`src/rtl/mfc_pkg.sv`:
```
`timescale 1ns / 1ps
`default_nettype none
package mfc_pkg;

    localparam int unsigned LIM_W      = 31;
    localparam int unsigned NUM_W      = 48;
    localparam int unsigned DEN_W      = 32;
    localparam int unsigned DIV_STAGES = 16;
    localparam int unsigned DEQ_STAGES = 3;
    localparam int unsigned POS_BITS   = 16;
    localparam int unsigned VAL_BITS   = 12;

    localparam logic [DEN_W-1:0] KP_MAX_Q = 32'd32768000;
    localparam logic [DEN_W-1:0] KD_MAX_Q = 32'd327680;
    localparam logic [3:0]       FRAME_DLC = 4'd8;

    // kp span is 125 * 2^18, kd span is 5 * 2^16
    localparam int unsigned KP_SHIFT  = 18;
    localparam int unsigned KP_RSHIFT = 26;
    localparam logic [19:0] KP_RECIP  = 20'd536871;
    localparam int unsigned KD_SHIFT  = 16;
    localparam int unsigned KD_RSHIFT = 18;
    localparam logic [16:0] KD_RECIP  = 17'd52429;

    typedef enum logic [1:0] {
        REG_POS_LIMIT = 2'd0,
        REG_VEL_LIMIT = 2'd1,
        REG_TRQ_LIMIT = 2'd2
    } t_reg_idx;

    typedef enum logic {
        FUNC_PACK  = 1'b0,
        FUNC_PARSE = 1'b1
    } t_func;

    typedef struct packed {
        logic               func;
        logic [7:0]         motor_id;
        logic signed [31:0] cmd_position;
        logic signed [31:0] cmd_velocity;
        logic signed [31:0] cmd_kp;
        logic signed [31:0] cmd_kd;
        logic signed [31:0] cmd_torque;
        logic [10:0]        rx_id;
        logic [3:0]         rx_dlc;
        logic [63:0]        rx_data;
        logic [10:0]        exp_rx_id;
    } t_in;

    typedef struct packed {
        logic               ok;
        logic [10:0]        tx_id;
        logic [3:0]         tx_dlc;
        logic [63:0]        tx_data;
        logic [3:0]         fb_slave_id;
        logic [3:0]         fb_state;
        logic signed [31:0] fb_position;
        logic signed [31:0] fb_velocity;
        logic signed [31:0] fb_torque;
        logic signed [7:0]  fb_driver_temp;
        logic signed [7:0]  fb_motor_temp;
    } t_out;

    typedef struct packed {
        logic        ok;
        logic        func;
        logic [7:0]  motor_id;
        logic [3:0]  fb_slave_id;
        logic [3:0]  fb_state;
        logic [7:0]  driver_temp;
        logic [7:0]  motor_temp;
    } t_side;

    typedef struct packed {
        t_side             side;
        logic [NUM_W-1:0]  num_p;
        logic [NUM_W-1:0]  num_v;
        logic [NUM_W-1:0]  num_kp;
        logic [NUM_W-1:0]  num_kd;
        logic [NUM_W-1:0]  num_t;
        logic [DEN_W-1:0]  den_p;
        logic [DEN_W-1:0]  den_v;
        logic [DEN_W-1:0]  den_t;
        logic [NUM_W-1:0]  prod_p;
        logic [NUM_W-1:0]  prod_v;
        logic [NUM_W-1:0]  prod_t;
    } t_s1;

endpackage
`default_nettype wire

```
`src/rtl/mfc_front.sv`:
```
`timescale 1ns / 1ps
`default_nettype none
module mfc_front
    import mfc_pkg::*;
(
    input  wire t_in              i_data,
    input  wire logic [LIM_W-1:0] i_pos_limit,
    input  wire logic [LIM_W-1:0] i_vel_limit,
    input  wire logic [LIM_W-1:0] i_trq_limit,
    output t_s1                   o_s1
);

    logic               limits_ok;
    logic signed [32:0] ps, vs, ts, lps, lvs, lts;
    logic [32:0]        off_p, off_v, off_t;
    logic               rng_p, rng_v, rng_t, rng_kp, rng_kd;
    logic               pack_ok, parse_ok;
    logic [7:0]         b0;
    logic [15:0]        raw_p;
    logic [11:0]        raw_v, raw_t;
    logic [NUM_W-1:0]   ekp, ekd;

    always_comb begin
        limits_ok = (i_pos_limit != '0) && (i_vel_limit != '0) && (i_trq_limit != '0);
        ps  = 33'(i_data.cmd_position);
        vs  = 33'(i_data.cmd_velocity);
        ts  = 33'(i_data.cmd_torque);
        lps = signed'({2'b00, i_pos_limit});
        lvs = signed'({2'b00, i_vel_limit});
        lts = signed'({2'b00, i_trq_limit});
        rng_p  = (ps >= -lps) && (ps <= lps);
        rng_v  = (vs >= -lvs) && (vs <= lvs);
        rng_t  = (ts >= -lts) && (ts <= lts);
        rng_kp = !i_data.cmd_kp[31] && (unsigned'(i_data.cmd_kp) <= KP_MAX_Q);
        rng_kd = !i_data.cmd_kd[31] && (unsigned'(i_data.cmd_kd) <= KD_MAX_Q);
        off_p = unsigned'(ps + lps);
        off_v = unsigned'(vs + lvs);
        off_t = unsigned'(ts + lts);
        ekp   = NUM_W'(unsigned'(i_data.cmd_kp));
        ekd   = NUM_W'(unsigned'(i_data.cmd_kd));

        pack_ok = (i_data.motor_id != '0) && limits_ok && rng_p && rng_v && rng_t
                  && rng_kp && rng_kd;

        b0    = i_data.rx_data[63:56];
        raw_p = i_data.rx_data[55:40];
        raw_v = i_data.rx_data[39:28];
        raw_t = i_data.rx_data[27:16];
        parse_ok = limits_ok && (i_data.rx_id == i_data.exp_rx_id)
                   && (i_data.rx_dlc == FRAME_DLC) && (b0[3:0] == i_data.motor_id[3:0]);

        o_s1.side.ok          = (i_data.func == FUNC_PACK) ? pack_ok : parse_ok;
        o_s1.side.func        = i_data.func;
        o_s1.side.motor_id    = i_data.motor_id;
        o_s1.side.fb_slave_id = b0[3:0];
        o_s1.side.fb_state    = b0[7:4];
        o_s1.side.driver_temp = i_data.rx_data[15:8];
        o_s1.side.motor_temp  = i_data.rx_data[7:0];

        o_s1.num_p  = (NUM_W'(off_p) << POS_BITS) - NUM_W'(off_p);
        o_s1.num_v  = (NUM_W'(off_v) << VAL_BITS) - NUM_W'(off_v);
        o_s1.num_t  = (NUM_W'(off_t) << VAL_BITS) - NUM_W'(off_t);
        o_s1.num_kp = (ekp << VAL_BITS) - ekp;
        o_s1.num_kd = (ekd << VAL_BITS) - ekd;
        o_s1.den_p  = {i_pos_limit, 1'b0};
        o_s1.den_v  = {i_vel_limit, 1'b0};
        o_s1.den_t  = {i_trq_limit, 1'b0};
        o_s1.prod_p = NUM_W'(raw_p * {i_pos_limit, 1'b0});
        o_s1.prod_v = NUM_W'(raw_v * {i_vel_limit, 1'b0});
        o_s1.prod_t = NUM_W'(raw_t * {i_trq_limit, 1'b0});
    end

endmodule
`default_nettype wire

```
`config.mk`:
```
export PLATFORM = sky130hd
export DESIGN_NAME = mfc_front
export DESIGN_NICKNAME = d
export VERILOG_FILES = /design/src/rtl/mfc_pkg.sv /design/src/rtl/mfc_front.sv
export SDC_FILE = /design/constraint.sdc
export NUM_CORES = 2
export LEC_CHECK = 0
export ABC_CLOCK_PERIOD_IN_PS = 11340
export CORE_AREA = 3 3 333 335
export DETAILED_ROUTE_END_ITERATION = 12
export DIE_AREA = 0 0 336 338
export DONT_BUFFER_PORTS = 1
export PLACE_DENSITY = 0.7
export SYNTH_ARGS = -nofsm -noshare
export SYNTH_HDL_FRONTEND = slang
export SYNTH_SLANG_ARGS = --single-unit
```
`constraint.sdc`:
```
create_clock -name vclk -period 11.34
set_input_delay 1.701 -clock vclk [all_inputs]
set_output_delay 1.701 -clock vclk [all_outputs]
set_load 0.02 [all_outputs]
```
==> impl_metrics.toml <==
[drt]
drtIter0Drc = 3723
wirelength_microns = 194000
wl_met2_microns = 85300
wl_met1_microns = 74300
via_per_inst = 5.94
route.detailed.drc = 0
dr_wl_met3_microns = 23200
vias = 50400
routed.top_layer = "met5"
antenna_left = 0
dr.pass1.iters = 6
wire_per_inst_microns = 22.8

[synthesis]
yosysUniqueCellTypes = 111
yosysSeqAreaShare_pct = 0
avgSynthCellArea_sq_um = 7.89
synth_warnings = 0
synthCells = 7459
synthesis.area_sq_um = 58900

[place]
place_congestion = 1.01
dp_cells = 8465
dpl.hpwl_microns = 160000
numPortBuffers = 0

[timing]
tns_ns = 0
finalHoldViolations = 0
tightest_slew_ns = 1.25
fin_crit_ns = 10.88
slew_violations = 0
finalSetupViolations = 0
finalCritPeriodShare_pct = 95.9
fmax_ghz = 0.0919
whs_ns = 3.40
rsz0062_at_grt = "no"
max_slew_margin_pct = 15.9

[floorplan]
die_w_microns = 336
rows = 121
start_util_pct = 54.3
num_io_pins = 866
dieArea_sq_um = 114000
core_region_area_sq_um = 108000
die_y_microns = 338

[cells_and_area]
stdcell_count = 8486
nets = 9062
area_growth_pct = -0.370
layout_commonest_cell = "inv_1"
drive_above_1_share_pct = 1.30
seq_area_sq_um = 0
nFlopsAndLatches = 0
final_cell_mix = "1394 x inv_1, 994 x nand2_1, 987 x fa_1, 670 x ha_1, 486 x and2_1"
n_clock_buffer = 0

[setup_path]
worstSetupPathDepth = 25
worstPathArrival_ns = 9.18
cpMostUsedCell = "fa_1"
required_ns = 9.64
crit_path_max_incr_delay_ns = 0.90
crit_slowest_cell = "nor4_1"
worstPathMaxFanout = 31
cpLargestDelayFamily = "adder cells"
critPathBufInv = 6
cp-end-kind = "output port"
startpoint = "i_data[63]"
critPathLaunchType = "input port"
critPathKind = "input port to output port"

[clocking]
cts_setup_buffers = 0
holdBufCountCts = 0
cts_resized = 0

[grt]
gr-usage-all-layers_pct = 33.8
grt_overflow = 0
grt_pass1_vias = 51000
grt_pass1_wl_microns = 299000
grt_max_degree = 32
antenna_found_initial = 19

[status]
outcome = "complete, no violations"

[worst_hold_path]
worstHoldStart = "i_data[11]"
min_path_cells = 0
min_path_type = "input port to output port"

[job]
max_cap_viol_count = 0
## final cells by class
type	instances	area [sq um]
multi-input cells	5637	51400
fillers	10300	49800
inverters	1394	5230
well taps	1414	1770
repair buffers	20	154
diodes	21	52.6
## per-layer routing
| metal | vias up | track usage [%] |
|---|---|---|
| li1 | 22600 | - |
| met1 | 24900 | 41.4 |
| met2 | 2341 | 53.3 |
| met3 | 511 | 12.7 |
| met4 | 26 | 14.5 |
| met5 | - | 1.02 |
## through the flow
| step | setup slack [ns] | area (sq um) | util, % |
|---|---|---|---|
| detailed placement | 0.512 | 58600 | 54.0 |
| floorplan | 1.66 | 58900 | - |
| finish | 0.461 | 58600 | 54.1 |
| global placement | 0.672 | 58600 | 54.0 |
| CTS | 0.479 | 58600 | 54.0 |
| global route | 0.120 | 58600 | 54.1 |
## cell families after synthesis
kind of cell               after synthesis  share of synthesized area, %
AOI/OAI and AO/OA                     1047                          11.9
xor gates and xnor gates               479                          7.13
adders and majority gates             1657                          47.8
buffers and inverters                 1835                          12.7
muxes                                    4                        0.0702
other                                    1                       0.00637
and+or+nand+nor                       2436                          20.4
## cells in the mapped netlist (20+ instances only)
library cell	instances	area, sq um
a211oi_1	39	293
nor4_1	75	469
clkbuf_1	271	1020
nand3_1	90	450
o31ai_1	29	218
a31oi_1	31	194
a21o_1	175	1310
fa_1	987	19800
o21bai_1	61	458
or3_1	26	163
xor2_1	113	990
buf_4	154	1160
or2_2	20	125
inv_1	1394	5230
nand4_1	74	463
and2_1	486	3040
and3_1	29	181
a21oi_1	323	1620
nor2b_1	67	419
o21a_1	30	225
xnor2_1	366	3210
ha_1	670	8380
nor2_1	304	1140
nand2_1	994	3730
o211ai_1	27	203
nand2b_1	60	375
nor3_1	126	631
o21ai_0	153	766
## worst paths after layout
path / to / slack, ns
setup / recovery: o_s1[143] / 0.46
hold / removal: o_s1[480] / 3.40
Power is not shown: default switching activity piles up to over one toggle a cycle in this logic, so the estimate is an artifact.
