$ cat src/rtl/mfc_pkg.sv
`timescale 1ns / 1ps
`default_nettype none
package mfc_pkg;

    localparam int unsigned LIM_W      = 31;
    localparam int unsigned NUM_W      = 48;
    localparam int unsigned DEN_W      = 32;
    localparam int unsigned DIV_STAGES = 16;
    localparam int unsigned DEQ_STAGES = 3;
    localparam int unsigned POS_BITS   = 16;
    localparam int unsigned VAL_BITS   = 12;

    localparam logic [DEN_W-1:0] KP_MAX_Q = 32'd32768000;
    localparam logic [DEN_W-1:0] KD_MAX_Q = 32'd327680;
    localparam logic [3:0]       FRAME_DLC = 4'd8;

    // kp span is 125 * 2^18, kd span is 5 * 2^16
    localparam int unsigned KP_SHIFT  = 18;
    localparam int unsigned KP_RSHIFT = 26;
    localparam logic [19:0] KP_RECIP  = 20'd536871;
    localparam int unsigned KD_SHIFT  = 16;
    localparam int unsigned KD_RSHIFT = 18;
    localparam logic [16:0] KD_RECIP  = 17'd52429;

    typedef enum logic [1:0] {
        REG_POS_LIMIT = 2'd0,
        REG_VEL_LIMIT = 2'd1,
        REG_TRQ_LIMIT = 2'd2
    } t_reg_idx;

    typedef enum logic {
        FUNC_PACK  = 1'b0,
        FUNC_PARSE = 1'b1
    } t_func;

    typedef struct packed {
        logic               func;
        logic [7:0]         motor_id;
        logic signed [31:0] cmd_position;
        logic signed [31:0] cmd_velocity;
        logic signed [31:0] cmd_kp;
        logic signed [31:0] cmd_kd;
        logic signed [31:0] cmd_torque;
        logic [10:0]        rx_id;
        logic [3:0]         rx_dlc;
        logic [63:0]        rx_data;
        logic [10:0]        exp_rx_id;
    } t_in;

    typedef struct packed {
        logic               ok;
        logic [10:0]        tx_id;
        logic [3:0]         tx_dlc;
        logic [63:0]        tx_data;
        logic [3:0]         fb_slave_id;
        logic [3:0]         fb_state;
        logic signed [31:0] fb_position;
        logic signed [31:0] fb_velocity;
        logic signed [31:0] fb_torque;
        logic signed [7:0]  fb_driver_temp;
        logic signed [7:0]  fb_motor_temp;
    } t_out;

    typedef struct packed {
        logic        ok;
        logic        func;
        logic [7:0]  motor_id;
        logic [3:0]  fb_slave_id;
        logic [3:0]  fb_state;
        logic [7:0]  driver_temp;
        logic [7:0]  motor_temp;
    } t_side;

    typedef struct packed {
        t_side             side;
        logic [NUM_W-1:0]  num_p;
        logic [NUM_W-1:0]  num_v;
        logic [NUM_W-1:0]  num_kp;
        logic [NUM_W-1:0]  num_kd;
        logic [NUM_W-1:0]  num_t;
        logic [DEN_W-1:0]  den_p;
        logic [DEN_W-1:0]  den_v;
        logic [DEN_W-1:0]  den_t;
        logic [NUM_W-1:0]  prod_p;
        logic [NUM_W-1:0]  prod_v;
        logic [NUM_W-1:0]  prod_t;
    } t_s1;

endpackage
`default_nettype wire

$ cat src/rtl/mfc_div.sv
`timescale 1ns / 1ps
`default_nettype none
module mfc_div
    import mfc_pkg::*;
(
    input  wire logic                  i_clk,
    input  wire logic                  i_en,
    input  wire logic [NUM_W-1:0]      i_num,
    input  wire logic [DEN_W-1:0]      i_den,
    output logic [DIV_STAGES-1:0]      o_q
);

    logic [NUM_W-1:0]      r_rem [DIV_STAGES];
    logic [DEN_W-1:0]      r_den [DIV_STAGES];
    logic [DIV_STAGES-1:0] r_q   [DIV_STAGES];
    logic [NUM_W-1:0]      n_rem [DIV_STAGES];
    logic [DIV_STAGES-1:0] n_q   [DIV_STAGES];

    always_comb begin
        logic [NUM_W-1:0]      rem_in;
        logic [DEN_W-1:0]      den_in;
        logic [DIV_STAGES-1:0] q_in;
        logic [NUM_W-1:0]      trial;
        for (int i = 0; i < DIV_STAGES; i++) begin
            rem_in = (i == 0) ? i_num : r_rem[(i == 0) ? 0 : i - 1];
            den_in = (i == 0) ? i_den : r_den[(i == 0) ? 0 : i - 1];
            q_in   = (i == 0) ? '0    : r_q[(i == 0) ? 0 : i - 1];
            trial  = NUM_W'(den_in) << (DIV_STAGES - 1 - i);
            n_q[i] = q_in;
            if (rem_in >= trial) begin
                n_rem[i] = rem_in - trial;
                n_q[i][DIV_STAGES-1-i] = 1'b1;
            end else begin
                n_rem[i] = rem_in;
            end
        end
    end

    always_ff @(posedge i_clk) begin
        if (i_en) begin
            for (int i = 0; i < DIV_STAGES; i++) begin
                r_rem[i] <= n_rem[i];
                r_q[i]   <= n_q[i];
                r_den[i] <= (i == 0) ? i_den : r_den[(i == 0) ? 0 : i - 1];
            end
        end
    end

    assign o_q = r_q[DIV_STAGES-1];

endmodule
`default_nettype wire

$ cat config.mk
export PLATFORM = sky130hd
export DESIGN_NAME = mfc_div
export DESIGN_NICKNAME = d
export VERILOG_FILES = /design/src/rtl/mfc_pkg.sv /design/src/rtl/mfc_div.sv
export SDC_FILE = /design/constraint.sdc
export NUM_CORES = 2
export LEC_CHECK = 0
export ABC_AREA = 0
export BUFFER_PORTS_ARGS = -buffer_cell sky130_fd_sc_hd__buf_4
export CORE_MARGIN = 2
export CORE_UTILIZATION = 45
export CTS_CLUSTER_SIZE = 20
export DETAILED_ROUTE_END_ITERATION = 10
export PLACE_DENSITY = 0.58
export SLEW_MARGIN = 20
export SYNTH_ARGS = -nofsm -noshare
export SYNTH_HDL_FRONTEND = slang
export SYNTH_SLANG_ARGS = --single-unit
export TNS_END_PERCENT = 50
$ cat constraint.sdc
create_clock -name i_clk -period 5.75 [get_ports i_clk]
set_clock_uncertainty 0.15 [all_clocks]
set_input_delay 0.2875 -clock i_clk [delete_from_list [all_inputs] [get_ports i_clk]]
set_output_delay 0.2875 -clock i_clk [all_outputs]
set_load 0.05 [all_outputs]
==> flow_summary.json <==
{
  "run_status": "complete, no violations",
  "antenna_violating_nets_post_route": 0,
  "place.port_buffers": 97,
  "largest_stage_delay_on_the_critical_path_ns": 0.65,
  "cts-root-buf": "sky130_fd_sc_hd__clkbuf_16",
  "timing.final.hold_violations": 0,
  "synth_common_cells": "sky130_fd_sc_hd__edfxtp_1 (1336), sky130_fd_sc_hd__a21oi_1 (673), sky130_fd_sc_hd__inv_1 (659), sky130_fd_sc_hd__ha_1 (512), sky130_fd_sc_hd__nand2_1 (492)",
  "design_power_total_mw": 42.9,
  "via_count_of_the_first_global_routing_pass": 53700,
  "timing.critical_path.slowest_stage_cell": "sky130_fd_sc_hd__a31oi_1",
  "horizontal_extent_of_the_die_um": 416,
  "fin_util_pct": 50.5,
  "fin_nets": 7800,
  "postLayoutSetupSlackWorst_ns": 1.26,
  "critPathKind": "flip-flop to flip-flop",
  "timing.hold.ws_ns": 0.0800,
  "design.core.area_um2": 169000,
  "floorplan.io_pins": 98,
  "synth_flop_cell": "sky130_fd_sc_hd__edfxtp_1",
  "synthesis.nets": 7623,
  "p_leak_nw": 34.1,
  "placement_rows": 151,
  "synth_largest_area_cell": "sky130_fd_sc_hd__edfxtp_1",
  "die_h_um": 416,
  "layout-drive-gt1-share_pct": 7.65,
  "rsz_0062_raised_after_global_routing": "false",
  "crit_path_end_kind": "flip-flop",
  "post-route-min-period_ns": 4.49,
  "min_period_over_period_pct": 78.1,
  "hp-class": "primary input to flip-flop",
  "antenna_found_initial": 0,
  "dieArea_um2": 173000,
  "clock_tree_from_tritoncts": "built",
  "number_of_unique_standard_cell_types_used_by_synthesis": 110,
  "dr.first_iter.drc_count": 3259,
  "place_worst_setup_slack_ns": 1.31,
  "max_freq_ghz": 0.223,
  "cts_post_setup_buffers_inserted": 0,
  "num_vias": 52000,
  "first_pass_grt_wire_length_um": 274000,
  "yosys_warnings": 0,
  "clkSinkCount": 1336,
  "timing_worst_slew_pin_value_ns": 1.09,
  "synth_sequential_area_ratio_pct": 52.5,
  "maxSlewHeadroom_pct": 27.1,
  "ir_worst_vdd_mv": 0.287,
  "cp_data_arrival_time_ns": 4.86,
  "drcViolationCount": 0,
  "stdcell_area_um2": 85300,
  "synth_enable_flop_cells": 1336,
  "crit_path_cell_trace": "inv_1 > ha_1 > inv_1 > fa_1 > a211oi_1 > o21ai_0 > a21oi_1 > o21ai_1 > a31oi_1 > o31ai_1 > o311ai_1 > and2b_1 > xnor2_1 > mux2_2",
  "groute.usage.overall_pct": 19.6,
  "cts-htree-levels": 4,
  "clockBufferDepth": 3,
  "avgRoutedWirePerCell_um": 17.9,
  "area_delta_synth_final_pct": 11.6,
  "cpMostUsedCell": "sky130_fd_sc_hd__inv_1",
  "post-place-cells": 9162,
  "p_per_area_nw_per_um2": 503,
  "clock_insertion_delay_worst_skew_ns": 0.79,
  "floorplan.initialDensity_pct": 45.2,
  "syn_area_per_cell_um2": 10.9,
  "drt_pre_antenna_iters": 8,
  "critical_path.startpoint_type": "flip-flop",
  "count_of_max_cap_constraint_violations": 0,
  "slew_viol_final": 0,
  "cts-hold-fix-buffers": 90,
  "crit_path_max_fanout": 5,
  "synth_seq_cells": 1336,
  "cts_inserted_buffers": 155,
  "nFillCells": 14900,
  "postSynthCellCount": 7014,
  "via_per_inst": 5.46,
  "dp_hpwl_um": 130000,
  "yosys.area.top_type_share_pct": 52.5,
  "setup-violations-final": 0,
  "ys_top_cells_by_area": "sky130_fd_sc_hd__edfxtp_1 (52%), sky130_fd_sc_hd__ha_1 (8.4%), sky130_fd_sc_hd__a21oi_1 (4.4%)",
  "routabilityCongestion": 0.917,
  "synthMostInstantiatedCell": "sky130_fd_sc_hd__edfxtp_1",
  "antenna_cells_inserted": 0,
  "timing.setup.tns_ns": 0,
  "grt_max_degree": 184,
  "mappedNetlistArea_um2": 76400,
  "place_area_um2": 79600,
  "finalWirelength_um": 171000,
  "grt-ovfl-total": 0,
  "cts.clk_slew.worst_paths_ns": 0.06,
  "cts-resized-gates": 0,
  "cp_data_required_time_ns": 6.12,
  "synth-async-reset-ratio_pct": 0,
  "instances_no_fill": 9529
}
==> critical path: cells and delay by family, from the launching register on <==
family / cells / cell delay [ns]
AOI/OAI and AO/OA: 7 / 2.44
adders and majority gates: 2 / 0.58
DFF: 1 / 0.38
muxes: 1 / 0.26
and+or+nand+nor: 1 / 0.21
buffers and inverters: 2 / 0.12
xor gates and xnor gates: 1 / 0.06
==> final timing paths <==
check	slack, ns	endpoint	depth (start not counted)	startpoint
hold reg to reg	0.25	r_q[0][94]	0	r_q[0][78]
setup reg to reg	1.26	r_rem[0][323]	14	r_rem[0][249]
hold / removal	0.08	r_den[0][10]	2	i_den[10]
setup / recovery	1.26	r_rem[0][323]	14	r_rem[0][249]
==> layout make-up <==
cell class	count	area [um^2]	area share, %
flip-flops and latches	1336	40100	47.0
multi-input cells	4810	33100	38.8
clock buffers	198	4100	4.81
well taps	2218	2780	3.25
inverters	660	2480	2.90
repair buffers	228	2090	2.45
clock inverters	79	697	0.817
==> kinds of logic (layout without fill, tap and decap cells) <==
family	Yosys count	in the layout	share of synthesized area, %
DFF	1336	1336	52.5
AOI/OAI and AO/OA	1912	1912	15.6
and+or+nand+nor	1720	1720	10.9
buffers and inverters	868	1165	4.37
adders and majority gates	527	527	8.77
xor gates and xnor gates	523	523	5.99
muxes	128	128	1.88
==> routing by layer <==
metal / share of wire, % / GRT usage [%] / vias to the layer above
met5: 0 / 0 / -
met4: 6.3 / 12.3 / 0
met3: 2.8 / 2.67 / 498
met2: 54 / 38.5 / 1074
met1: 37 / 19.1 / 24400
li1: - / - / 26100
==> power breakdown <==
| part | switching [mW] | internal, mW |
|---|---|---|
| combinational | 10.4 | 7.74 |
| clock | 3.80 | 5.52 |
| sequential | 1.34 | 14.1 |
| total | 15.5 | 27.3 |
==> placed cells by master, fill, tap and decap left out, drive strengths merged, types with 90 or more instances in the layout <==
cell	Yosys	routed
edfxtp	1336	1336
nor3	107	107
nand3	120	120
buf	60	138
a21oi	674	674
xor2	222	222
clkbuf	148	198
a21o	295	295
nor2	473	473
dlygate4sd3	0	90
nand2	493	493
mux2	124	124
o21ai	419	419
xnor2	301	301
nand4	111	111
ha	512	512
inv	660	668
==> flip-flops by register name, indices dropped and copies added, names as in the netlist <==
| name | cells |
|---|---|
| r_rem | 720 |
| r_den | 480 |
| r_q | 136 |
Power figures use the tool's default switching activity.
