<file path="src/rtl/mfc_pkg.sv">
`timescale 1ns / 1ps
`default_nettype none
package mfc_pkg;

    localparam int unsigned LIM_W      = 31;
    localparam int unsigned NUM_W      = 48;
    localparam int unsigned DEN_W      = 32;
    localparam int unsigned DIV_STAGES = 16;
    localparam int unsigned DEQ_STAGES = 3;
    localparam int unsigned POS_BITS   = 16;
    localparam int unsigned VAL_BITS   = 12;

    localparam logic [DEN_W-1:0] KP_MAX_Q = 32'd32768000;
    localparam logic [DEN_W-1:0] KD_MAX_Q = 32'd327680;
    localparam logic [3:0]       FRAME_DLC = 4'd8;

    // kp span is 125 * 2^18, kd span is 5 * 2^16
    localparam int unsigned KP_SHIFT  = 18;
    localparam int unsigned KP_RSHIFT = 26;
    localparam logic [19:0] KP_RECIP  = 20'd536871;
    localparam int unsigned KD_SHIFT  = 16;
    localparam int unsigned KD_RSHIFT = 18;
    localparam logic [16:0] KD_RECIP  = 17'd52429;

    typedef enum logic [1:0] {
        REG_POS_LIMIT = 2'd0,
        REG_VEL_LIMIT = 2'd1,
        REG_TRQ_LIMIT = 2'd2
    } t_reg_idx;

    typedef enum logic {
        FUNC_PACK  = 1'b0,
        FUNC_PARSE = 1'b1
    } t_func;

    typedef struct packed {
        logic               func;
        logic [7:0]         motor_id;
        logic signed [31:0] cmd_position;
        logic signed [31:0] cmd_velocity;
        logic signed [31:0] cmd_kp;
        logic signed [31:0] cmd_kd;
        logic signed [31:0] cmd_torque;
        logic [10:0]        rx_id;
        logic [3:0]         rx_dlc;
        logic [63:0]        rx_data;
        logic [10:0]        exp_rx_id;
    } t_in;

    typedef struct packed {
        logic               ok;
        logic [10:0]        tx_id;
        logic [3:0]         tx_dlc;
        logic [63:0]        tx_data;
        logic [3:0]         fb_slave_id;
        logic [3:0]         fb_state;
        logic signed [31:0] fb_position;
        logic signed [31:0] fb_velocity;
        logic signed [31:0] fb_torque;
        logic signed [7:0]  fb_driver_temp;
        logic signed [7:0]  fb_motor_temp;
    } t_out;

    typedef struct packed {
        logic        ok;
        logic        func;
        logic [7:0]  motor_id;
        logic [3:0]  fb_slave_id;
        logic [3:0]  fb_state;
        logic [7:0]  driver_temp;
        logic [7:0]  motor_temp;
    } t_side;

    typedef struct packed {
        t_side             side;
        logic [NUM_W-1:0]  num_p;
        logic [NUM_W-1:0]  num_v;
        logic [NUM_W-1:0]  num_kp;
        logic [NUM_W-1:0]  num_kd;
        logic [NUM_W-1:0]  num_t;
        logic [DEN_W-1:0]  den_p;
        logic [DEN_W-1:0]  den_v;
        logic [DEN_W-1:0]  den_t;
        logic [NUM_W-1:0]  prod_p;
        logic [NUM_W-1:0]  prod_v;
        logic [NUM_W-1:0]  prod_t;
    } t_s1;

endpackage
`default_nettype wire

</file>
<file path="src/rtl/mfc_deq.sv">
`timescale 1ns / 1ps
`default_nettype none
module mfc_deq
    import mfc_pkg::*;
#(
    parameter int unsigned BITS = 16
) (
    input  wire logic             i_clk,
    input  wire logic             i_en,
    input  wire logic [NUM_W-1:0] i_x,
    input  wire logic [LIM_W-1:0] i_lim,
    output logic [31:0]           o_val
);

    localparam int unsigned SW = NUM_W - BITS + 1;
    localparam logic [SW-1:0] MAXC = SW'((64'd1 << BITS) - 64'd1);

    logic [SW-1:0] r_s1, r_s2, n_s1, n_s2, s2a;
    logic [32:0]   r_q1, r_q2, n_q1, n_q2, q3;
    logic [SW-1:0] s4;
    logic [31:0]   r_val;

    always_comb begin
        n_s1 = SW'(i_x >> BITS) + SW'(i_x & NUM_W'(MAXC));
        n_q1 = 33'(i_x >> BITS);
        s2a  = (r_s1 >> BITS) + (r_s1 & MAXC);
        n_s2 = (s2a >> BITS) + (s2a & MAXC);
        n_q2 = r_q1 + 33'(r_s1 >> BITS) + 33'(s2a >> BITS);
        s4   = (r_s2 >> BITS) + (r_s2 & MAXC);
        q3   = r_q2 + 33'(r_s2 >> BITS) + 33'(s4 >= MAXC);
    end

    always_ff @(posedge i_clk) begin
        if (i_en) begin
            r_s1  <= n_s1;
            r_q1  <= n_q1;
            r_s2  <= n_s2;
            r_q2  <= n_q2;
            r_val <= q3[31:0] - {1'b0, i_lim};
        end
    end

    assign o_val = r_val;

endmodule
`default_nettype wire

</file>
<file path="config.mk">
export PLATFORM = sky130hd
export DESIGN_NAME = mfc_deq
export DESIGN_NICKNAME = d
export VERILOG_FILES = /design/src/rtl/mfc_pkg.sv /design/src/rtl/mfc_deq.sv
export SDC_FILE = /design/constraint.sdc
export NUM_CORES = 1
export LEC_CHECK = 0
export BUFFER_PORTS_ARGS = -buffer_cell sky130_fd_sc_hd__buf_4
export CORE_AREA = 2 2 151 153
export DETAILED_ROUTE_END_ITERATION = 8
export DIE_AREA = 0 0 153 155
export MAX_ROUTING_LAYER = met4
export PLACE_DENSITY = 0.64
export SYNTH_ARGS = -nofsm -noshare
export SYNTH_HDL_FRONTEND = slang
export SYNTH_SLANG_ARGS = --single-unit
</file>
<file path="constraint.sdc">
create_clock -name i_clk -period 7.85 [get_ports i_clk]
set_input_delay 0.785 -clock i_clk [delete_from_list [all_inputs] [get_ports i_clk]]
set_output_delay 0.785 -clock i_clk [all_outputs]
set_load 0.01 [all_outputs]
</file>
==> out/qor.yml, run 1 <==
synth:
  yosysTopAreaCellShare_pct: 44.8
  synth_edf_count: 146
  synth_most_common_cell: "edfxtp_1"
  synth_top_cell_by_area: "edfxtp_1"
  synth.avg_cell_area_um2: 11.3
  synthFlopType: "edfxtp_1"
  ys_types: 61
  yosys-top-cells-count: "edfxtp_1 (146), ha_1 (130), inv_1 (69)"
  synth_fp_nets: 1082
  async_reset_ff_share_pct: 0
  yosysWarnings: 0
  synth_cells: 864
  synthTopCellsByArea: "edfxtp_1 (45%), ha_1 (17%), xnor2_1 (5.6%)"
  ys_seq_area_share_pct: 44.8
  ys_ff_latch: 146
  syn_area_mm2: 0.00978
placement:
  dp_slack_ns: 1.62
  hpwl_mm: 15.6
  finalWeightedCongestion: 0.871
  placedCellCount: 1258
  io_buffer_count: 112
  place_area_mm2: 0.0110
layout:
  n_antenna_cell: 0
  drive_above_1_share_pct: 15.6
  syn2layout_area_growth_pct: 17.9
  stdcell_area_mm2: 0.0115
  stdcell_count: 1290
  utilization_pct: 51.8
  fin_nets: 1210
drt:
  via_per_inst: 5.22
  drtAntennaViolNets: 0
  vias: 6734
  drc: 0
  finalWirelength_mm: 19.9
  drt_iter0_drc: 432
  firstDrtPassIters: 8
  avgRoutedWirePerCell_um: 15.4
die:
  start_util_pct: 44.0
  row_count: 55
  die-area_mm2: 0.0237
  ioPinCount: 113
  core_mm2: 0.0222
  die_w_um: 153
  die_h_um: 155
critical_path:
  cp.required_ns: 8.01
  timing_worst_setup_path_type: "register to register"
  critPathLaunchType: "register"
  slowest_stage: "fa_1"
  worstPathMaxFanout: 7
  end_kind: "register"
  slowest_delay_ns: 0.49
  worstPathArrival_ns: 6.36
  worstPathCellList: "ha_1 > a21o_1 > a21oi_1 > o211ai_1 > a31oi_1 > nor4b_1 > o21ai_0 > a21oi_1 > and2_1 > o21ai_0 > fa_1 > inv_1 > ha_1 > inv_1 > fa_1 > nor2b_1 > o31a_1 > o21ai_0 > a221o_1 > a21o_1 > o21ai_0 > o41ai_2 > nor4bb_1 > xor2_1"
  cpMostUsedCell: "o21ai_0"
power_and_ir_drop:
  ir_drop_v: 0.000140
  leakage_nw: 4.92
  power-per-cell-area_mw_per_mm2: 256
clocking:
  clock_sinks: 146
  cts_buffers: 17
  cts_hold_buf: 0
  cts_tree: "done"
  cts-resized-gates: 0
  clk_pin_slew_ns: 0.06
  clock_latency_ns: 0.43
  cts-root-buf: "clkbuf_16"
  htreeDepth: 4
  cts_buffer_depth: 2
  postCtsSetupBuffers: 0
timing:
  finalSetupTns_ns: 0
  period_share_pct: 79.0
  rsz0062_at_grt: "no"
  setup_ws_ns: 1.65
  setup_viol: 0
  final_hold_viol_count: 0
  timing.final.crit_period_ns: 6.20
  maxSlewHeadroom_pct: 47.3
  drv_slew: 0
  fmaxAchievable_mhz: 161
  fin_skew_ns: 0.0114
  tightest_slew_ns: 0.790
grt:
  grt_pass1_wl_mm: 32.1
  antenna_found_initial: 0
  grt-ovfl-total: 0
  grtUsageTotal_pct: 17.6
  first_global_vias: 6476
  grt_max_degree: 89
min_path:
  hold_path_class: "primary input to register"
flow_run:
  drv_cap: 0
run_status:
  status: "completed"
[worst max-delay path, delay by kind of cell, from the launching register on]
kind | cells | cell delay [ns]
buffers and inverters | 2 | 0.13
XOR/XNOR | 1 | 0.11
AND/OR/NAND/NOR | 4 | 0.80
AO/OA/AOI/OAI | 13 | 3.11
adder cells (fa/ha/maj) | 4 | 1.39
flip-flops | 1 | 0.40
[power by group]
group          internal [W]  switching, W
Combinational      0.000482      0.000560
Sequential          0.00108     0.0000584
Clock              0.000460      0.000309
Total               0.00202      0.000928
[through the flow]
stage	total power, W	hold WS, ns
after floorplan	0.00187	0.547
after global placement	0.00218	0.553
after detailed placement	0.00219	0.562
after CTS	0.00297	0.531
after global routing	0.00314	0.533
final	0.00295	0.549
[registers in the layout (all words and copies together) (netlist names)]
signal	cells
r_s1	33
r_s2	17
r_q2	32
r_q1	32
o_val	32
[routing by layer]
layer / vias up / GRT usage [%] / routed length [µm]
li1: 3458 / - / -
met1: 3113 / 23.3 / 9660
met2: 139 / 27.7 / 9130
met3: 24 / 3.06 / 705
met4: 0 / 5.73 / 380
met5: - / - / 0
[area by class of cell]
cell class              instances  area, µm²
multi-input cells             645       5120
repair buffers                113        852
inverters                      69        259
clock buffers                  19        433
well taps                     285        357
fillers                      1999      10700
flip-flops and latches        146       4380
clock inverters                13        119
[cell families after synthesis]
family / synth area share (%)
AO/OA/AOI/OAI: 12.5
XOR/XNOR: 9.23
adder cells (fa/ha/maj): 18.1
buffers and inverters: 2.80
flip-flops: 44.8
multiplexers: 0.307
AND/OR/NAND/NOR: 12.3
[cell usage in the layout, fill, tap and decap left out, drive strengths merged, types with 4 or more instances in the layout]
master and count:
nor2 60, o21bai 7, nor3b 7, o211ai 5
clkbuf 19, nand2 33, a31oi 10, xnor2 63
a211oi 7, nand2b 12, o21a 21, nand4 9
buf 113, or2 5, or3 6, o21ai 24
and4 5, a21oi 43, ha 130, nand3 19
xor2 40, edfxtp 146, fa 7, and2 6
a21o 23, nor3 25, nor2b 13, o31a 4
nor4 5, inv 69, and3 13, clkinv 9
[path summary, 6_finish.rpt]
| kind | slack, ns | start | endpoint | depth (start not counted) |
|---|---|---|---|---|
| setup / recovery | 1.65 | r_s1[1] | r_q2[31] | 24 |
| hold / removal | 0.55 | i_x[16] | r_q1[0] | 1 |
| setup reg to reg | 1.65 | r_s1[1] | r_q2[31] | 24 |
| hold reg to reg | 0.57 | r_q1[31] | r_q2[31] | 1 |
Power figures use the tool's default switching activity.
==> inputs of run 2 (changes only) <==
==> constraint.sdc (replaced) <==
create_clock -name i_clk -period 6.3 [get_ports i_clk]
set_input_delay 0.63 -clock i_clk [delete_from_list [all_inputs] [get_ports i_clk]]
set_output_delay 0.63 -clock i_clk [all_outputs]
set_load 0.01 [all_outputs]
==> out/qor.yml, run 2 (synthesis gave the netlist of run 1 again) <==
clocking:
  cts-root-buf: "clkbuf_16"
  cts_hold_buf: 0
  postCtsSetupBuffers: 0
  clk_pin_slew_ns: 0.06
  cts-resized-gates: 0
  cts_buffers: 17
  htreeDepth: 4
  clock_latency_ns: 0.42
  clock_sinks: 146
  cts_tree: "done"
  cts_buffer_depth: 2
timing:
  tightest_slew_ns: 0.815
  final_hold_viol_count: 0
  drv_slew: 0
  fin_skew_ns: 0.00906
  rsz0062_at_grt: "no"
  maxSlewHeadroom_pct: 45.7
  setup_viol: 0
  period_share_pct: 91.5
  fmaxAchievable_mhz: 173
  timing.final.crit_period_ns: 5.77
  finalSetupTns_ns: 0
die:
  row_count: 55
  die_w_um: 153
  start_util_pct: 44.0
  core_mm2: 0.0222
  die_h_um: 155
  ioPinCount: 113
  die-area_mm2: 0.0237
layout:
  final_common_cell: "edfxtp_1"
  largest_reg_flops: 33
  fin_nets: 1213
  largest-register: "r_s1"
  n_antenna_cell: 0
  syn2layout_area_growth_pct: 18.4
  drive_above_1_share_pct: 15.9
  mostFrequentLayoutCells: "edfxtp_1 (146), ha_1 (130), buf_4 (115)"
run_status:
  status: "completed"
power_and_ir_drop:
  p_total_w: 0.00371
  p_clk_share_pct: 26.8
  switching_power_w: 0.00115
  p_sw_share_pct: 30.9
  seqPwrFrac_pct: 38.1
  power-per-cell-area_mw_per_mm2: 321
  power_frac_comb_pct: 35.1
  ir_drop_v: 0.000181
  leakage_nw: 4.94
  internal_power_w: 0.00256
drt:
  drtAntennaViolNets: 0
  vias: 6701
  finalWirelength_mm: 19.7
  firstDrtPassIters: 5
  via_per_inst: 5.19
  drt_iter0_drc: 294
  drc: 0
  avgRoutedWirePerCell_um: 15.2
grt:
  grt_pass1_wl_mm: 32.0
  antenna_found_initial: 0
  grt_max_degree: 89
  first_global_vias: 6523
  grt-ovfl-total: 0
  grtUsageTotal_pct: 17.4
placement:
  hpwl_mm: 15.6
  finalWeightedCongestion: 0.880
  io_buffer_count: 112
critical_path:
  worstPathMaxFanout: 7
  cp.required_ns: 6.46
  worstPathArrival_ns: 5.93
  timing_worst_setup_path_type: "register to register"
  critPathLaunchType: "register"
  end_kind: "register"
min_path:
  hold_path_class: "primary input to register"
flow_run:
  drv_cap: 0
==> run 2: layout make-up <==
class	count	area, µm²
Clock inverter	11	138
Fill cell	2021	10700
Sequential cell	146	4380
Inverter	69	259
Multi-Input combinational cell	645	5120
Clock buffer	20	437
Timing Repair Buffer	116	875
Tap cell	285	357
==> run 2: final timing paths <==
kind | startpoint | endpoint | cells past startpoint | slack, ns
setup / recovery | r_s1[16] | r_q2[31] | 27 | 0.53
hold / removal | i_x[16] | r_q1[0] | 1 | 0.40
setup reg to reg | r_s1[16] | r_q2[31] | 27 | 0.53
hold reg to reg | r_q1[31] | r_q2[31] | 1 | 0.57
==> run 2: critical path, stage by stage (launching register included) <==
cell and delay [ns]:
edfxtp_1 0.38, ha_1 0.19, inv_1 0.06, fa_1 0.39, nor2b_1 0.17, o2111a_1 0.24, nor3_1 0.08, o31ai_1 0.35
a21o_1 0.18, a21o_1 0.14, a21o_1 0.12, a21oi_1 0.07, xnor2_1 0.30, fa_1 0.24, ha_1 0.18, inv_1 0.06
fa_1 0.40, nor2b_1 0.16, o31a_1 0.16, o21ai_0 0.14, a221o_1 0.33, a21o_1 0.21, o21ai_0 0.16, buf_4 0.15
o41ai_2 0.06, buf_4 0.17, nor4bb_1 0.32, xor2_1 0.10
==> run 2: power by group through the flow <==
| stage | clock (W) | sequential, W | combinational, W |
|---|---|---|---|
| 2_1_floorplan | 0 | 0.00145 | 0.000873 |
| 3_3_place_gp | 0 | 0.00143 | 0.00128 |
| 3_5_place_dp | 0 | 0.00144 | 0.00130 |
| 4_1_cts | 0.00102 | 0.00142 | 0.00131 |
| 5_1_grt | 0.00106 | 0.00144 | 0.00146 |
| 6_report | 0.000994 | 0.00141 | 0.00130 |
==> run 2: routing by layer <==
| layer | wire length [µm] | share of wire, % | GRT usage, % | up-vias |
|---|---|---|---|---|
| met5 | 0 | 0 | - | - |
| met4 | 281 | 1.4 | 4.50 | 0 |
| met3 | 655 | 3.3 | 3.31 | 17 |
| met2 | 9110 | 46 | 27.8 | 130 |
| met1 | 9650 | 49 | 22.9 | 3095 |
| li1 | - | - | - | 3459 |
==> run 2: per-stage QoR <==
step	std cells	setup slack, ns	instance area (µm²)	hold WS (ns)	utilization (%)
after floorplan	864	0.866	9780	0.547	-
after global placement	1261	0.446	11000	0.552	49.5
after detailed placement	1261	0.360	11000	0.566	49.5
after CTS	1292	0.363	11600	0.374	52.0
after global routing	1292	0.0553	11600	0.379	52.1
final	1292	0.534	11600	0.401	52.1
==> inputs of run 3 (changes only) <==
--- a/config.mk
+++ b/config.mk
@@ -6,11 +6,11 @@
 export NUM_CORES = 1
 export LEC_CHECK = 0
 export BUFFER_PORTS_ARGS = -buffer_cell sky130_fd_sc_hd__buf_4
-export CORE_AREA = 2 2 151 153
+export CORE_AREA = 2 2 184 186
 export DETAILED_ROUTE_END_ITERATION = 8
-export DIE_AREA = 0 0 153 155
+export DIE_AREA = 0 0 186 188
 export MAX_ROUTING_LAYER = met4
-export PLACE_DENSITY = 0.64
+export PLACE_DENSITY = 0.47
 export SYNTH_ARGS = -nofsm -noshare
 export SYNTH_HDL_FRONTEND = slang
 export SYNTH_SLANG_ARGS = --single-unit
==> out/qor.yml, run 3 (synthesis gave the netlist of run 1 again) <==
critical_path:
  critPathLaunchType: "register"
  end_kind: "register"
  reg2reg_depth: 24
  worstPathArrival_ns: 5.97
  cp.required_ns: 6.47
  timing_worst_setup_path_type: "register to register"
  worstPathMaxFanout: 8
clocking:
  htreeDepth: 4
  cts_tree: "done"
  clock_latency_ns: 0.43
  postCtsSetupBuffers: 0
  cts_buffer_depth: 2
  cts_buffers: 17
  clk_pin_slew_ns: 0.07
  clock_sinks: 146
  cts-root-buf: "clkbuf_16"
layout:
  drive_above_1_share_pct: 16.1
  mostFrequentLayoutCells: "edfxtp_1 (146), ha_1 (130), buf_4 (115)"
  n_antenna_cell: 0
  fin_nets: 1213
  final_common_cell: "edfxtp_1"
  utilization_pct: 35.6
  largest-register: "r_s1"
  stdcell_count: 1455
  syn2layout_area_growth_pct: 20.5
  largest_reg_flops: 33
die:
  start_util_pct: 29.5
  row_count: 67
  die_h_um: 188
  ioPinCount: 113
  die_w_um: 186
  core_mm2: 0.0331
  die-area_mm2: 0.0350
grt:
  grt_pass1_wl_mm: 36.1
  grt-ovfl-total: 0
  first_global_vias: 6720
  grt_max_degree: 83
  antenna_found_initial: 0
  grtUsageTotal_pct: 13.9
power_and_ir_drop:
  ir_drop_v: 0.000193
  power-per-cell-area_mw_per_mm2: 316
  leakage_nw: 4.95
run_status:
  status: "completed"
placement:
  placedCellCount: 1424
  finalWeightedCongestion: 0.832
  io_buffer_count: 112
  hpwl_mm: 18.1
drt:
  firstDrtPassIters: 5
  drtAntennaViolNets: 0
  drt_iter0_drc: 369
  vias: 6711
  drc: 0
  avgRoutedWirePerCell_um: 15.5
  finalWirelength_mm: 22.5
  via_per_inst: 4.61
timing:
  setup_viol: 0
  fin_skew_ns: 0.0119
  timing.final.crit_period_ns: 5.80
  drv_slew: 0
  tightest_slew_ns: 0.815
  maxSlewHeadroom_pct: 45.7
  period_share_pct: 92.1
  rsz0062_at_grt: "no"
  finalSetupTns_ns: 0
  fmaxAchievable_mhz: 172
  final_hold_viol_count: 0
flow_run:
  drv_cap: 0
min_path:
  hold_path_class: "primary input to register"
  hold_depth: 1
run 3: layout make-up:
cell class,count,area [µm²]
fillers,3317,21300
multi-input cells,645,5130
flip-flops and latches,146,4380
repair buffers,116,875
well taps,448,561
clock buffers,19,433
inverters,69,259
clock inverters,12,134
run 3: timing repair:
item | CTS | global route
hold buffers | 0 | 0
hold endpoints to repair | 0 | 0
setup endpoints to repair | 0 | 7
gates resized for setup | 0 | 3
run 3: critical path, stage by stage, from the launching register on:
cell	delay, ns
edfxtp_1	0.40
ha_1	0.42
o21a_1	0.16
o21ai_0	0.07
nand2_1	0.13
a31oi_1	0.10
nor4b_1	0.42
o21ai_0	0.13
a21oi_1	0.23
and2_1	0.18
o21ai_0	0.19
fa_1	0.47
inv_1	0.07
ha_1	0.18
inv_1	0.07
fa_1	0.39
nor2b_1	0.16
o31a_1	0.16
o21ai_0	0.15
a221o_1	0.34
a21o_1	0.22
o21ai_1	0.27
o41ai_4	0.15
nor4bb_1	0.37
xor2_1	0.11
run 3: routing by layer:
layer  vias up  track usage, %  wire length, µm
met3        18            2.35              689
met1      3102            19.7            11700
met4         0            3.63              301
met5         -               -                0
li1       3464               -                -
met2       127            20.3             9770
run 3: where the power goes:
group / internal (W) / switching (W) / leakage [nW]
Sequential: 0.00134 / 0.0000729 / 1.43
Combinational: 0.000607 / 0.000705 / 3.25
Clock: 0.000583 / 0.000411 / 0.271
Total: 0.00253 / 0.00119 / 4.95
run 3: worst paths after layout:
| path | startpoint | to | slack (ns) |
|---|---|---|---|
| worst min-delay path | i_x[16] | r_q1[0] | 0.39 |
| worst min register to register | r_q1[31] | r_q2[31] | 0.58 |
| worst max-delay path | r_s1[21] | r_q2[31] | 0.50 |
| worst max register to register | r_s1[21] | r_q2[31] | 0.50 |
run 3: stage by stage:
stage | setup WS [ns] | area [µm²] | hold slack (ns) | total power [W]
floorplan | 0.866 | 9780 | 0.547 | 0.00233
global placement | 0.280 | 11200 | 0.555 | 0.00275
detailed placement | 0.202 | 11200 | 0.573 | 0.00275
CTS | 0.195 | 11800 | 0.371 | 0.00377
global route | 0.0334 | 11800 | 0.373 | 0.00399
finish | 0.498 | 11800 | 0.389 | 0.00372
